## src/hdl/sha1md_pkg.sv

```systemverilog
// Shared types, codes and constants of the SHA-1 message digest unit.
// Depends on nothing; sha1md_dp, sha1md_ctrl and the top level import it.
package sha1md_pkg;

	localparam int unsigned WORDS = 5;
	localparam int unsigned SCHED_WORDS = 16;
	localparam int unsigned ROUNDS = 80;

	localparam logic [7:0] PAD_BYTE = 8'h80;
	localparam logic [5:0] LEN_POS = 6'd56;
	localparam logic [5:0] LAST_POS = 6'd63;
	localparam logic [2:0] LAST_IDX = 3'(WORDS - 1);

	typedef logic [1:0] byte_sel_t;
	localparam byte_sel_t SEL_INPUT = 2'd0;
	localparam byte_sel_t SEL_PAD = 2'd1;
	localparam byte_sel_t SEL_ZERO = 2'd2;
	localparam byte_sel_t SEL_LEN = 2'd3;

	typedef logic [1:0] phase_t;
	localparam phase_t PH_CH = 2'd0;
	localparam phase_t PH_PAR1 = 2'd1;
	localparam phase_t PH_MAJ = 2'd2;
	localparam phase_t PH_PAR2 = 2'd3;

	typedef struct packed {
		logic wr_byte;
		byte_sel_t byte_sel;
		logic cnt_inc;
		logic load_work;
		logic round_en;
		phase_t phase;
		logic add_hash;
		logic restart;
		logic [2:0] word_sel;
	} sha1md_cmd_t;

	typedef struct packed {
		logic [5:0] pos;
	} sha1md_stat_t;

	function automatic logic [31:0] h_init(input logic [2:0] idx);
		logic [31:0] v;
		unique case (idx)
			3'd0: v = 32'h67452301;
			3'd1: v = 32'hEFCDAB89;
			3'd2: v = 32'h98BADCFE;
			3'd3: v = 32'h10325476;
			default: v = 32'hC3D2E1F0;
		endcase
		return v;
	endfunction

	function automatic logic [31:0] round_k(input phase_t ph);
		logic [31:0] v;
		unique case (ph)
			PH_CH: v = 32'h5A827999;
			PH_PAR1: v = 32'h6ED9EBA1;
			PH_MAJ: v = 32'h8F1BBCDC;
			default: v = 32'hCA62C1D6;
		endcase
		return v;
	endfunction

endpackage

```

## src/hdl/sha1md_if.sv

```systemverilog
// Valid/ready channel interfaces of the SHA-1 message digest unit.
// Message bytes come in on sha1md_in_if, digest words leave on sha1md_out_if.
interface sha1md_in_if;
	logic valid;
	logic ready;
	logic [7:0] data_byte;
	logic byte_valid;
	logic end_of_message;

	modport source(output valid, output data_byte, output byte_valid,
		output end_of_message, input ready);
	modport sink(input valid, input data_byte, input byte_valid,
		input end_of_message, output ready);
endinterface

interface sha1md_out_if;
	logic valid;
	logic ready;
	logic [31:0] digest_word;
	logic [2:0] word_index;
	logic last_word;

	modport source(output valid, output digest_word, output word_index,
		output last_word, input ready);
	modport sink(input valid, input digest_word, input word_index,
		input last_word, output ready);
endinterface

```

## src/hdl/sha1md_dp.sv

```systemverilog
// Datapath of the SHA-1 unit: chaining words, working variables, the
// 16-word block/schedule window, fill position and byte count. Uses sha1md_pkg.
module sha1md_dp import sha1md_pkg::*; (
	input logic clk,
	input logic arst_n,
	input logic [7:0] data_byte,
	input sha1md_cmd_t cmd,
	output sha1md_stat_t stat,
	output logic [31:0] digest_word
);

	logic [31:0] h_q [WORDS];
	logic [31:0] a_q, b_q, c_q, d_q, e_q;
	logic [31:0] w_q [SCHED_WORDS];
	logic [5:0] pos_q;
	logic [60:0] count_q;

	logic [63:0] bit_len;
	logic [7:0] len_byte;
	logic [7:0] byte_d;
	logic [31:0] f_d;
	logic [31:0] t_d;
	logic [31:0] x_d;
	logic [31:0] w_new;

	assign bit_len = {count_q, 3'b000};
	assign len_byte = 8'(bit_len >> {~pos_q[2:0], 3'b000});

	always_comb begin
		case (cmd.byte_sel)
			SEL_INPUT: byte_d = data_byte;
			SEL_PAD: byte_d = PAD_BYTE;
			SEL_ZERO: byte_d = 8'h00;
			default: byte_d = len_byte;
		endcase
	end

	always_comb begin
		case (cmd.phase)
			PH_CH: f_d = (b_q & c_q) | (~b_q & d_q);
			PH_MAJ: f_d = (b_q & c_q) | (b_q & d_q) | (c_q & d_q);
			default: f_d = b_q ^ c_q ^ d_q;
		endcase
	end

	assign t_d = {a_q[26:0], a_q[31:27]} + f_d + e_q + round_k(cmd.phase) + w_q[0];
	assign x_d = w_q[13] ^ w_q[8] ^ w_q[2] ^ w_q[0];
	assign w_new = {x_d[30:0], x_d[31]};

	always_ff @(posedge clk or negedge arst_n) begin
		if (!arst_n) begin
			for (int i = 0; i < WORDS; i++) h_q[i] <= h_init(3'(i));
			pos_q <= '0;
			count_q <= '0;
		end else begin
			if (cmd.wr_byte) pos_q <= pos_q + 6'd1;
			if (cmd.cnt_inc) count_q <= count_q + 61'd1;
			if (cmd.add_hash) begin
				h_q[0] <= h_q[0] + a_q;
				h_q[1] <= h_q[1] + b_q;
				h_q[2] <= h_q[2] + c_q;
				h_q[3] <= h_q[3] + d_q;
				h_q[4] <= h_q[4] + e_q;
			end
			if (cmd.restart) begin
				for (int i = 0; i < WORDS; i++) h_q[i] <= h_init(3'(i));
				pos_q <= '0;
				count_q <= '0;
			end
		end
	end

	always_ff @(posedge clk) begin
		if (cmd.wr_byte) begin
			for (int i = 0; i < SCHED_WORDS - 1; i++)
				w_q[i] <= {w_q[i][23:0], w_q[i + 1][31:24]};
			w_q[SCHED_WORDS - 1] <= {w_q[SCHED_WORDS - 1][23:0], byte_d};
		end else if (cmd.round_en) begin
			for (int i = 0; i < SCHED_WORDS - 1; i++) w_q[i] <= w_q[i + 1];
			w_q[SCHED_WORDS - 1] <= w_new;
		end
		if (cmd.load_work) begin
			a_q <= h_q[0];
			b_q <= h_q[1];
			c_q <= h_q[2];
			d_q <= h_q[3];
			e_q <= h_q[4];
		end else if (cmd.round_en) begin
			e_q <= d_q;
			d_q <= c_q;
			c_q <= {b_q[1:0], b_q[31:2]};
			b_q <= a_q;
			a_q <= t_d;
		end
	end

	always_comb begin
		case (cmd.word_sel)
			3'd0: digest_word = h_q[0];
			3'd1: digest_word = h_q[1];
			3'd2: digest_word = h_q[2];
			3'd3: digest_word = h_q[3];
			default: digest_word = h_q[4];
		endcase
	end

	assign stat.pos = pos_q;

endmodule

```

## src/hdl/sha1md_ctrl.sv

```systemverilog
// Controller of the SHA-1 unit: byte intake, padding sequence, round
// counter and digest output. Uses sha1md_pkg; drives sha1md_dp by commands.
module sha1md_ctrl import sha1md_pkg::*; (
	input logic clk,
	input logic arst_n,
	input logic in_valid,
	input logic byte_valid,
	input logic end_of_message,
	output logic in_ready,
	output logic out_valid,
	input logic out_ready,
	output logic [2:0] word_index,
	output logic last_word,
	input sha1md_stat_t stat,
	output sha1md_cmd_t cmd
);

	localparam logic [2:0] S_IDLE = 3'd0;
	localparam logic [2:0] S_PAD = 3'd1;
	localparam logic [2:0] S_ZERO = 3'd2;
	localparam logic [2:0] S_LEN = 3'd3;
	localparam logic [2:0] S_COMP = 3'd4;
	localparam logic [2:0] S_OUT = 3'd5;

	localparam logic [6:0] LAST_ROUND = 7'(ROUNDS);
	localparam logic [6:0] PH1_START = 7'(ROUNDS / 4);
	localparam logic [6:0] PH2_START = 7'(ROUNDS / 2);
	localparam logic [6:0] PH3_START = 7'(3 * ROUNDS / 4);

	logic [2:0] state_q, state_d;
	logic [2:0] ret_q, ret_d;
	logic [6:0] rnd_q, rnd_d;
	logic [2:0] idx_q, idx_d;
	logic in_fire;
	logic wrap;

	assign in_ready = (state_q == S_IDLE);
	assign out_valid = (state_q == S_OUT);
	assign word_index = idx_q;
	assign last_word = (idx_q == LAST_IDX);
	assign in_fire = in_valid & in_ready;
	assign wrap = (stat.pos == LAST_POS);

	always_comb begin
		cmd = '0;
		cmd.byte_sel = SEL_INPUT;
		cmd.word_sel = idx_q;
		if (rnd_q < PH1_START) cmd.phase = PH_CH;
		else if (rnd_q < PH2_START) cmd.phase = PH_PAR1;
		else if (rnd_q < PH3_START) cmd.phase = PH_MAJ;
		else cmd.phase = PH_PAR2;
		state_d = state_q;
		ret_d = ret_q;
		rnd_d = rnd_q;
		idx_d = idx_q;
		unique case (state_q)
			S_IDLE: begin
				if (in_fire) begin
					cmd.wr_byte = byte_valid;
					cmd.cnt_inc = byte_valid;
					if (byte_valid && wrap) begin
						cmd.load_work = 1'b1;
						rnd_d = '0;
						state_d = S_COMP;
						ret_d = end_of_message ? S_PAD : S_IDLE;
					end else if (end_of_message) begin
						state_d = S_PAD;
					end
				end
			end
			S_PAD: begin
				cmd.wr_byte = 1'b1;
				cmd.byte_sel = SEL_PAD;
				if (wrap) begin
					cmd.load_work = 1'b1;
					rnd_d = '0;
					state_d = S_COMP;
					ret_d = S_ZERO;
				end else begin
					state_d = S_ZERO;
				end
			end
			S_ZERO: begin
				cmd.wr_byte = 1'b1;
				if (stat.pos == LEN_POS) begin
					cmd.byte_sel = SEL_LEN;
					state_d = S_LEN;
				end else begin
					cmd.byte_sel = SEL_ZERO;
					if (wrap) begin
						cmd.load_work = 1'b1;
						rnd_d = '0;
						state_d = S_COMP;
						ret_d = S_ZERO;
					end
				end
			end
			S_LEN: begin
				cmd.wr_byte = 1'b1;
				cmd.byte_sel = SEL_LEN;
				if (wrap) begin
					cmd.load_work = 1'b1;
					rnd_d = '0;
					state_d = S_COMP;
					ret_d = S_OUT;
				end
			end
			S_COMP: begin
				if (rnd_q == LAST_ROUND) begin
					cmd.add_hash = 1'b1;
					state_d = ret_q;
				end else begin
					cmd.round_en = 1'b1;
					rnd_d = rnd_q + 7'd1;
				end
			end
			S_OUT: begin
				if (out_ready) begin
					if (idx_q == LAST_IDX) begin
						cmd.restart = 1'b1;
						idx_d = '0;
						state_d = S_IDLE;
					end else begin
						idx_d = idx_q + 3'd1;
					end
				end
			end
			default: state_d = S_IDLE;
		endcase
	end

	always_ff @(posedge clk or negedge arst_n) begin
		if (!arst_n) begin
			state_q <= S_IDLE;
			ret_q <= S_IDLE;
			rnd_q <= '0;
			idx_q <= '0;
		end else begin
			state_q <= state_d;
			ret_q <= ret_d;
			rnd_q <= rnd_d;
			idx_q <= idx_d;
		end
	end

endmodule

```

## src/hdl/sha1_message_digest_unit.sv

```systemverilog
// SHA-1 digest of a byte stream. Message bytes are taken one per cycle; when
// the 64th byte of a block lands, input stalls while the single round unit
// runs the 80 rounds and the chaining add. An end-of-message transfer starts
// padding at one byte per cycle (one block, or two when fewer than nine bytes
// of the block are free, each followed by its compression), then five digest
// word transfers, most significant first. Input stays stalled until the last
// word is taken; the unit then starts over from the initial hash values.
// Uses sha1md_pkg and sha1md_if; instantiates sha1md_ctrl and sha1md_dp.
module sha1_message_digest_unit import sha1md_pkg::*; (
	input logic clk,
	input logic arst_n,
	sha1md_in_if.sink message,
	sha1md_out_if.source digest
);

	sha1md_cmd_t cmd;
	sha1md_stat_t stat;

	sha1md_ctrl u_ctrl (
		.clk(clk),
		.arst_n(arst_n),
		.in_valid(message.valid),
		.byte_valid(message.byte_valid),
		.end_of_message(message.end_of_message),
		.in_ready(message.ready),
		.out_valid(digest.valid),
		.out_ready(digest.ready),
		.word_index(digest.word_index),
		.last_word(digest.last_word),
		.stat(stat),
		.cmd(cmd)
	);

	sha1md_dp u_dp (
		.clk(clk),
		.arst_n(arst_n),
		.data_byte(message.data_byte),
		.cmd(cmd),
		.stat(stat),
		.digest_word(digest.digest_word)
	);

endmodule

```

## src/flat_wrapper.sv

```systemverilog
// flat-port wrapper written by rule: the top's interface ports become plain ports
module sha1_message_digest_unit_flat import sha1md_pkg::*;
  (clk, arst_n, message_valid, message_data_byte, message_byte_valid, message_end_of_message, message_ready, digest_valid, digest_digest_word, digest_word_index, digest_last_word, digest_ready);
  sha1md_in_if message_i ();
  sha1md_out_if digest_i ();
  input logic clk;
  input logic arst_n;
  input wire logic [$bits(message_i.valid)-1:0] message_valid;
  input wire logic [$bits(message_i.data_byte)-1:0] message_data_byte;
  input wire logic [$bits(message_i.byte_valid)-1:0] message_byte_valid;
  input wire logic [$bits(message_i.end_of_message)-1:0] message_end_of_message;
  output wire logic [$bits(message_i.ready)-1:0] message_ready;
  output wire logic [$bits(digest_i.valid)-1:0] digest_valid;
  output wire logic [$bits(digest_i.digest_word)-1:0] digest_digest_word;
  output wire logic [$bits(digest_i.word_index)-1:0] digest_word_index;
  output wire logic [$bits(digest_i.last_word)-1:0] digest_last_word;
  input wire logic [$bits(digest_i.ready)-1:0] digest_ready;
  assign message_i.valid = message_valid;
  assign message_i.data_byte = message_data_byte;
  assign message_i.byte_valid = message_byte_valid;
  assign message_i.end_of_message = message_end_of_message;
  assign message_ready = message_i.ready;
  assign digest_valid = digest_i.valid;
  assign digest_digest_word = digest_i.digest_word;
  assign digest_word_index = digest_i.word_index;
  assign digest_last_word = digest_i.last_word;
  assign digest_i.ready = digest_ready;
  sha1_message_digest_unit u_core (.clk(clk), .arst_n(arst_n), .message(message_i), .digest(digest_i));
endmodule
```

## config.mk

```make
export PLATFORM = sky130hd
export DESIGN_NAME = sha1_message_digest_unit_flat
export DESIGN_NICKNAME = d
export VERILOG_FILES = /design/src/hdl/sha1md_pkg.sv /design/src/hdl/sha1md_if.sv /design/src/hdl/sha1md_dp.sv /design/src/hdl/sha1md_ctrl.sv /design/src/hdl/sha1_message_digest_unit.sv /design/src/flat_wrapper.sv
export SDC_FILE = /design/constraint.sdc
export NUM_CORES = 2
export LEC_CHECK = 0
export BUFFER_PORTS_ARGS = -buffer_cell sky130_fd_sc_hd__clkbuf_2
export CAP_MARGIN = 20
export CORE_UTILIZATION = 55
export DETAILED_ROUTE_END_ITERATION = 10
export HOLD_SLACK_MARGIN = 0.08
export PLACE_DENSITY_LB_ADDON = 0.2
export SLEW_MARGIN = 20
export SYNTH_ARGS = -nofsm -noshare
export SYNTH_HDL_FRONTEND = slang
export SYNTH_SLANG_ARGS = --single-unit
```

## constraint.sdc

```tcl
create_clock -name clk -period 22.3 [get_ports clk]
set_clock_uncertainty 0.1 [all_clocks]
set_input_delay 6.69 -clock clk [delete_from_list [all_inputs] [get_ports clk]]
set_output_delay 6.69 -clock clk [all_outputs]
set_load 0.05 [all_outputs]
```

==> impl_results.md <==
* Layout cells sized above 1 at 6.765%
* Top cell type's share of synthesized area at 37.86%
* Area grow syn2layout at 8.821%
* Synth cell types at 87
* Gr usage total at 27.68%
* Post-synth EDFFs at 672
* Largest net degree at the start of global routing at 193
* Slew @ Worst Pin at between 1 and 1.5 ns
* Final Net Count at around 5900
* Gr busiest metal: met2
* Worst Path Max Fanout at 64
* Global routing usage on met3 at 3.345%
* DR WL/cell at 19.46 um
* First-pass GRT wire length at 214300 um
* Hold Crit Depth at 2
* Crit start category: flip-flop
* Critical path class: reg2out
* Fin util at 60.78%
* Worst hold-check path type: reg2reg
* Core Rows at 113
* I/O Buffers at 51
* CTS root buf: clkbuf_16
* Worst endpoint required time at around 16 ns
* Area leader, netlist: edfxtp_1
* Cts hold-fix bufs at 0
* Crit share post-route at a little under half
* Worst-case clock buffer depth at 3
* Mean post-synth cell area at between 9 and 10 um2
* Final Max Tran Viols at 0
* DIE HEIGHT at 313.3 um
* Max VDD drop at ~0.000065 V
* Initial antenna violation count at 0
* Rel. slew slack at 27.97%
* Core ar. at between 90000 and 100000 um2
* Post-CTS setup buffer count at 0
* Power per cell area at 60.41 nW/um2
* Leakage power at 25.92 nW
* Syn nets at 5995
* F_max at 0.09675 GHz
* Vias at 39820
* Synth Register Bits at 915
* Yosys warns at 0
* Starting Density at 55.85%
* IO Pins at 52
* Syn Inst Count at 5648
* Routed Antenna Nets at 0
* Cts repair resizes at 0
* Number of buffers created by CTS at 102
* Vias in the first global route at 38370
* Clk_lat worst skew at 0.70 ns
* Chip width at between 300 and 400 um
* DRC Markers at 0
* Post-synthesis cell area at 53300 um2
* Min Tclk post-route at 10.34 ns
* # setup viols final at 0
* DIE AREA at 98160 um2
* Unrepaired setup endpoints after global routing: false
* FFs w/ async S/R, synth at between 20% and 30%
* Status: finished, final reports clean
* Commonest cells after routing, fill and taps aside: nand2_1, edfxtp_1, inv_1
* 1st-iter DRT viols at just under 4000
* H-tree levels at 3
* Top FF cell, synth: edfxtp_1
* Final GP Congestion at 0.9358
* Met1 Track Usage GR at 38.98%
* Commonest non-fill, non-tap cell in the layout: nand2_1
* DR pass1 iterations at 6
* Fin. Hold Viols at 0
* Met2 Resource Use GR at roughly 44%
* Post-DP HPWL at 94820 um
* Setup TNS at 0 ns
* Seq/Total Area, Yosys at a little under 50%
* GRT overflow at 0
* CTS tree: yes
* Worst setup EP type: primary output
* DRT Wirelength at about 140000 um
* Arrival @ worst endpoint at between 3 and 4 ns
* Clk slew on worst S/H paths at 0.06 ns
* Via density at roughly 5.7
* Top cells by area, synth: edfxtp_1, nand2_1, dfrtp_1
* CTS sink count at between 900 and 1000
* Cells on worst reg2reg path at 29
* Max Cap Viol at 0
==> cells in the mapped netlist (32+ instances only) <==
cell / n
a21o_1: 88
mux2i_1: 38
nor3_1: 35
edfxtp_1: 672
a21oi_1: 253
ha_1: 208
nand2_1: 1815
nor2_1: 248
inv_1: 361
dfrtp_1: 163
nand3_1: 90
fa_1: 125
o21ai_0: 344
o21ai_1: 37
clkbuf_1: 227
xor2_1: 145
dfstp_2: 80
nand2b_1: 32
a22oi_1: 69
o21a_1: 60
xnor2_1: 184
o22ai_1: 37
==> layer usage <==
layer,share of wire (%),vias up
met3,5.8,222
met1,44,19370
met5,0,-
met4,3.6,0
met2,47,1192
li1,-,19030
==> final timing paths <==
kind | endpoint | slack (ns) | startpoint
max | digest_digest_word[1] | 11.96 | u_core.u_ctrl.word_index[2]$_DFFE_PN0P_
max reg2reg | u_core.u_dp.a_q[29]$_DFFE_PP_ | 14.58 | u_core.u_ctrl.rnd_q[5]$_DFFE_PN0P_
min | u_core.u_ctrl.ret_q[2]$_DFFE_PN0P_ | 0.40 | u_core.u_ctrl.ret_q[2]$_DFFE_PN0P_
min in group asynchronous | u_core.u_dp.h_q[88]$_DFFE_PN0P_ | 5.87 | arst_n
min reg2reg | u_core.u_ctrl.ret_q[2]$_DFFE_PN0P_ | 0.40 | u_core.u_ctrl.ret_q[2]$_DFFE_PN0P_
max in group asynchronous | u_core.u_dp.count_q[47]$_DFFE_PN0P_ | 14.21 | arst_n
==> report_power, final <==
part           internal, mW  switching, mW
clock network         0.962          0.721
logic               0.00139        0.00986
registers              1.81              0
==> area by class of cell <==
| type | count | area (um2) |
|---|---|---|
| tap | 1265 | 1583 |
| clock buffer | 143 | 2879 |
| clock inverter | 50 | 466.7 |
| sequential | 915 | 26360 |
| multi-input combinational | 4127 | 24750 |
| antenna | 1 | 2.502 |
| inverter | 362 | 1359 |
| timing repair buffer | 94 | 604.3 |
| fill | 8008 | 37430 |
==> logic make-up after synthesis <==
family / count (synthesis) / share of synthesized area, %
buf+inv: 606 / 4.284
compound gates: 1046 / 12.00
simple gates: 2359 / 17.83
fa+ha+maj: 333 / 9.577
xor+xnor: 329 / 5.406
mux: 60 / 1.453
flops: 915 / 49.45
==> critical path, cell delays in order, from the launching register on <==
cell and delay, ns:
dfrtp_1 0.61, inv_2 0.11, buf_4 0.61, ha_1 0.26, buf_4 0.37, a22oi_1 0.14, and3_1 0.22, a21oi_1 0.18
clkbuf_2 0.32
==> sequential cells by signal, indices dropped and copies added, names as in the netlist <==
register / flops
u_core.u_dp.c_q: 32
u_core.u_dp.h_q: 160
u_core.u_dp.e_q: 32
u_core.u_ctrl.ret_q: 3
u_core.u_dp.w_q: 512
u_core.u_ctrl.word_index: 3
u_core.u_dp.count_q: 61
u_core.u_dp.d_q: 32
u_core.u_ctrl.state_q: 3
u_core.u_ctrl.rnd_q: 7
u_core.u_dp.b_q: 32
u_core.u_dp.stat: 6
u_core.u_dp.a_q: 32
==> metrics by stage <==
step                instance area, um2  total power [mW]  instances  worst slack (ns)  hold slack [ns]
CTS                              58000             3.534       6956             11.94           0.4053
floorplan                        53300             1.844       5648             2.752           0.3493
global placement                 54650             1.856       6763             11.94           0.3681
detailed placement               54650             1.856       6763             11.79           0.3893
global route                     58000             3.593       6956             11.86           0.4323
finish                           58010             3.504       6957             11.96           0.4028
Note: power is estimated with default switching activity, not from simulation.
